File: config.mk
export PLATFORM = sky130hd
export DESIGN_NAME = fie_controller
export DESIGN_NICKNAME = d
export VERILOG_FILES = /design/src/sv/fie_pkg.sv /design/src/sv/fie_controller.sv
export SDC_FILE = /design/constraint.sdc
export NUM_CORES = 1
export LEC_CHECK = 0
export BUFFER_PORTS_ARGS = -buffer_cell sky130_fd_sc_hd__buf_2
export CAP_MARGIN = 20
export CORE_ASPECT_RATIO = 1.2
export CORE_MARGIN = 4
export CORE_UTILIZATION = 40
export CTS_BUF_LIST = sky130_fd_sc_hd__clkbuf_16
export DETAILED_ROUTE_END_ITERATION = 7
export SLEW_MARGIN = 30
export SYNTH_ARGS = -nofsm -noshare
export SYNTH_HDL_FRONTEND = slang
export SYNTH_SLANG_ARGS = --single-unit
File: constraint.sdc
create_clock -name clk -period 2.6 [get_ports clk]
set_clock_uncertainty 0.05 [all_clocks]
set_input_delay 0.52 -clock clk [delete_from_list [all_inputs] [get_ports clk]]
set_output_delay 0.52 -clock clk [all_outputs]
set_load 0.1 [all_outputs]
File: src/sv/fie_pkg.sv
// shared types, constants and helpers for the fixation index estimator
`timescale 1ns / 1ps
package fie_pkg;

  localparam int MaxSamples = 4096;
  localparam int SampleW = 13;
  localparam int DoseW = 10;
  localparam int SumW = 22;
  localparam int FreqW = 21;
  localparam int TotalW = 64;
  localparam int FstW = 32;
  localparam int DivW = 33;
  localparam int QuoW = 34;
  localparam int DivSteps = 88;
  localparam int FracShift = 24;

  localparam logic [FreqW-1:0] FreqOne = FreqW'(1 << 20);
  localparam logic [SumW-1:0] SumMax = {SumW{1'b1}};

  localparam logic CfgSamplesOne = 1'b0;
  localparam logic CfgSamplesTwo = 1'b1;

  typedef enum logic [3:0] {
    ST_IDLE,
    ST_FREQ,
    ST_PROD,
    ST_TERM,
    ST_ACC,
    ST_DIV_INIT,
    ST_DIV,
    ST_OUT
  } fie_state_t;

  typedef struct packed {
    logic accept;
    logic close;
    logic freq_start;
    logic prod_load;
    logic term_load;
    logic acc_add;
    logic div_init;
    logic div_start;
    logic out_load;
  } fie_cmd_t;

  typedef struct packed {
    logic divu_done;
    logic den_nonpos;
  } fie_status_t;

  function automatic logic [SampleW-1:0] clamp_samples(input logic [SampleW-1:0] n);
    logic [SampleW-1:0] r;
    r = n;
    if (n < SampleW'(2)) r = SampleW'(2);
    else if (n > SampleW'(MaxSamples)) r = SampleW'(MaxSamples);
    return r;
  endfunction

endpackage

File: src/sv/fie_controller.sv
// sequencing state machine for marker close and final division
`timescale 1ns / 1ps
module fie_controller import fie_pkg::*; (
  input  logic        clk,
  input  logic        rst,
  input  logic        in_valid,
  input  logic        marker_end,
  input  logic        set_end,
  input  logic        out_stall,
  input  fie_status_t status,
  output fie_cmd_t    cmd,
  output logic        in_stall,
  output logic        out_valid
);

  fie_state_t state;
  fie_state_t state_next;
  logic emit_flag;
  logic emit_next;
  logic [1:0] wait_count;
  logic out_pending;
  logic out_free;

  // the result register can take a new value once the old one leaves
  assign out_free = !out_pending || !out_stall;

  always_comb begin
    state_next = state;
    emit_next = emit_flag;
    unique case (state)
      ST_IDLE: begin
        if (in_valid && (marker_end || set_end)) begin
          state_next = ST_FREQ;
          emit_next = set_end;
        end
      end
      ST_FREQ:  if (status.divu_done && wait_count == 2'd3) state_next = ST_PROD;
      ST_PROD:  state_next = ST_TERM;
      ST_TERM:  if (status.divu_done && wait_count == 2'd3) state_next = ST_ACC;
      ST_ACC:   state_next = emit_flag ? ST_DIV_INIT : ST_IDLE;
      ST_DIV_INIT: state_next = status.den_nonpos ? ST_OUT : ST_DIV;
      ST_DIV:   if (status.divu_done) state_next = ST_OUT;
      ST_OUT:   if (out_free) state_next = ST_IDLE;
      default:  state_next = ST_IDLE;
    endcase
  end

  always_comb begin
    cmd = '0;
    in_stall = (state != ST_IDLE);
    cmd.accept = in_valid && !in_stall;
    cmd.close = cmd.accept && (marker_end || set_end);
    cmd.freq_start = (state == ST_FREQ || state == ST_TERM)
                  && (wait_count == 2'd0 || wait_count == 2'd2);
    cmd.prod_load = (state == ST_PROD);
    cmd.term_load = (state == ST_PROD);
    cmd.acc_add = (state == ST_ACC);
    cmd.div_init = (state == ST_DIV_INIT);
    cmd.div_start = (state == ST_DIV_INIT) && !status.den_nonpos;
    cmd.out_load = (state == ST_OUT) && out_free;
  end

  // two divider runs per wait state; even counts start a run, odd counts wait for it
  always_ff @(posedge clk) begin
    if (rst) begin
      state <= ST_IDLE;
      emit_flag <= 1'b0;
      wait_count <= '0;
      out_pending <= 1'b0;
    end else begin
      state <= state_next;
      emit_flag <= emit_next;
      if (state != state_next) wait_count <= '0;
      else if (cmd.freq_start || status.divu_done) wait_count <= wait_count + 2'd1;
      if (cmd.out_load) out_pending <= 1'b1;
      else if (!out_stall) out_pending <= 1'b0;
    end
  end

  assign out_valid = out_pending;

endmodule
==> impl_results.md <==
* GRT Total Usage at 14.7%
* Final net count at 111
* Crit end category: output pin
* Port Buffer Count at 18
* Worst-Skew Late Latency at 0.23 ns
* Post-synthesis sequential area ratio at roughly 24%
* Yosys top cell area share at 24.2%
* CP required at a little over 2 ns
* Ports at 19
* Placed cell areas at roughly 760 um2
* Hold Path Class: reg -> reg
* Grt ovf at 0
* Number of global-route vias before repair at 590
* WHS at 0.485 ns
* Core area at 1500 um2
* Clock share of power at 56.7%
* Setup violators final at 0
* RePlAce Congestion at between 0.7 and 0.8
* Slew headroom at 62.4%
* Cts hold-fix bufs at 0
* 1st-iter DRT viols at 15
* Largest net degree at the start of global routing at 15
* Netlist cell types at 37
* Max Used Layer: met4
* CTS tree: built
* Pins Over Slew Limit at 0
* Worst Path Class, Setup: reg -> out
* Post-Route Utilization at 55.6%
* Final instance area at 835 um2
* Routed wl met3 at 103 um
* Pre-CTS setup slack at approximately 0.43 ns
* Fin. Hold Viols at 0
* Post-CTS setup buffer count at 0
* Worst R2R Path Depth at 4
* Final WL at 1.49 mm
* Total CTS buffers at 3
* Area contributors post-synth: dfxtp_1 (24%), ha_1 (5.7%), a311oi_1 (4.0%)
* Post-CTS sizing at 0
* MaxCap Viol Count at 0
* Net count after synthesis at 94
* Switching share of total power at 23.2%
* End of the worst hold path: out_valid
* Asr flop ratio synth at 0%
* Multi-input combinational cell area at 458 um2
* P_leak at 0.000353 uW
* Met2 wire length at 715 um
* Gate power share at 13.3%
* Synthesized cell area at 661 um2
* Cell taking the most area after synthesis: dfxtp_1
* Layout cell share with drive strength beyond 1 at 29.6%
* Net switching power at 103 uW
* Slew @ Worst Pin at 0.563 ns
* R2r setup slk at around 0.87 ns
* Final Power at 444 uW
* Cell area power density at 533 nW/um2
* Synthesized area per cell at between 7 and 8 um2
* Clk buf depth at 2
* First-pass GRT wire length at ~2.6 mm
* Max Clk Rate at 416 MHz
* Worst EP arrival at ~1.8 ns
* Sequential power share at 30.0%
* Starting density of the core at 44.0%
* DRC viols at 0
* ANT cells at 0
* Worst-path fanout max at 12
* Drt wl/cell at 13.0 um
* CTS clk-pin slew, worst paths at roughly 0.03 ns
* DRT antenna net count at 0
* Post-DP HPWL at roughly 1.1 mm
* Slack of the critical path at 0.194 ns
* Pint at around 340 uW
* RSZ-0062 raised after global routing: no
* Warnings, synthesis at 0
* Layout fillers at 158
* Hold path startpoint: out_valid
* Post-synth EDFFs at 0
* Tmin final at 2.41 ns
* RR Startpoint: state[3]
* Register bit total from synthesis at 8
* Die area at 2370 um2
* Area grow syn2layout at 26.3%
* Initial antenna violation count at 0
* Routed vias at 658
* Hold-critical path depth at 2
* Synthesized instance count at 83
* Worst R2R End: state[0]
* Maximum vdd ir drop at ~0.42 mV
* CTS H-Tree Depth at 1
* Synth cell count leaders: dfxtp_1 (8), inv_1 (6), nand2_1 (6)
* Row count at 15
* Chip Height at 52.5 um
* Type of origin of the critical path: flip-flop
* Clock sink total at 8
* Fin crit share at 92.5%
* Outcome: finished clean
* CTS root buffer: clkbuf_16
* DRT met1 WL at 648 um
* Main synth FF type: dfxtp_1
* Most frequent cell after synthesis: dfxtp_1
* Vias/cell at 5.72
* Die width at 45.1 um
* Reg area at 160 um2
* Drt pass-1 iters at 4
-- layer usage --
metal / track usage (%) / up-vias
li1: - / 333
met1: 18.1 / 294
met2: 23.3 / 27
met3: 3.44 / 4
met4: 7.32 / 0
met5: 0 / -
-- cell type report --
class | instances | share of cell area, %
well taps | 17 | 2.55
inverters | 6 | 2.70
multi-input cells | 62 | 54.9
repair buffers | 19 | 11.7
clock buffers | 3 | 9.00
flip-flops and latches | 8 | 19.2
-- critical path, cell delays in order (launching register included) --
cell and delay (ns):
dfxtp_1 0.61, inv_1 0.22, nor4_4 0.30, buf_2 0.47
-- flip-flops by register name, indices dropped and copies added, names as in the netlist --
name	count
emit_flag	1
state	4
wait_count	2
out_valid	1
-- metrics by stage --
step           TNS (ns)  instances
3_3_place_gp          0        112
2_1_floorplan    -0.143         83
3_5_place_dp          0        112
5_1_grt               0        115
4_1_cts               0        115
6_report              0        115
-- power groups by stage --
| stage | combinational [uW] | sequential [uW] | clock (uW) |
|---|---|---|---|
| 5_1_grt | 64.5 | 134 | 264 |
| 3_3_place_gp | 58.5 | 135 | 0 |
| 4_1_cts | 59.5 | 133 | 257 |
| 2_1_floorplan | 48.8 | 131 | 0 |
| 6_report | 59.1 | 133 | 252 |
| 3_5_place_dp | 58.5 | 135 | 0 |
-- how the worst max path moves through the flow --
stage / start / depth (start not counted) / endpoint / slack (ns)
2_1_floorplan: state[0] / 4 / cmd[5] / -0.14
3_3_place_gp: state[1] / 3 / cmd[5] / 0.49
3_5_place_dp: state[1] / 3 / cmd[5] / 0.43
4_1_cts: state[1] / 3 / cmd[5] / 0.18
5_1_grt: state[1] / 3 / cmd[5] / 0.1
6_report: state[1] / 3 / cmd[5] / 0.19
-- cell families (layout without fill, tap and decap cells) --
kind of cell | count (synthesis) | count (layout) | synth area share, %
and+or+nand+nor | 35 | 35 | 32.4
AOI/OAI and AO/OA | 22 | 22 | 24.1
buffers and inverters | 13 | 28 | 10.8
DFF | 8 | 8 | 24.2
adders and majority gates | 3 | 3 | 5.68
other | 1 | 1 | 0.568
muxes | 1 | 1 | 2.27
-- cells in the final DEF (no fill, tap or decap), types with 2 or more instances in the layout --
| master | n |
|---|---|
| nor2_1 | 3 |
| and2_1 | 3 |
| dfxtp_1 | 8 |
| o21ai_0 | 2 |
| nand3_1 | 5 |
| a21o_1 | 2 |
| and3_1 | 2 |
| a21oi_1 | 2 |
| buf_2 | 18 |
| nor3b_1 | 2 |
| o211ai_1 | 2 |
| a32oi_1 | 2 |
| nor3_2 | 2 |
| nor4_4 | 2 |
| nand4_1 | 2 |
| a311oi_1 | 3 |
| nor2b_1 | 2 |
| ha_1 | 3 |
| clkbuf_16 | 3 |
| inv_1 | 6 |
| o21ai_1 | 3 |
| nand2_1 | 6 |
Note: power is estimated with default switching activity, not from simulation.
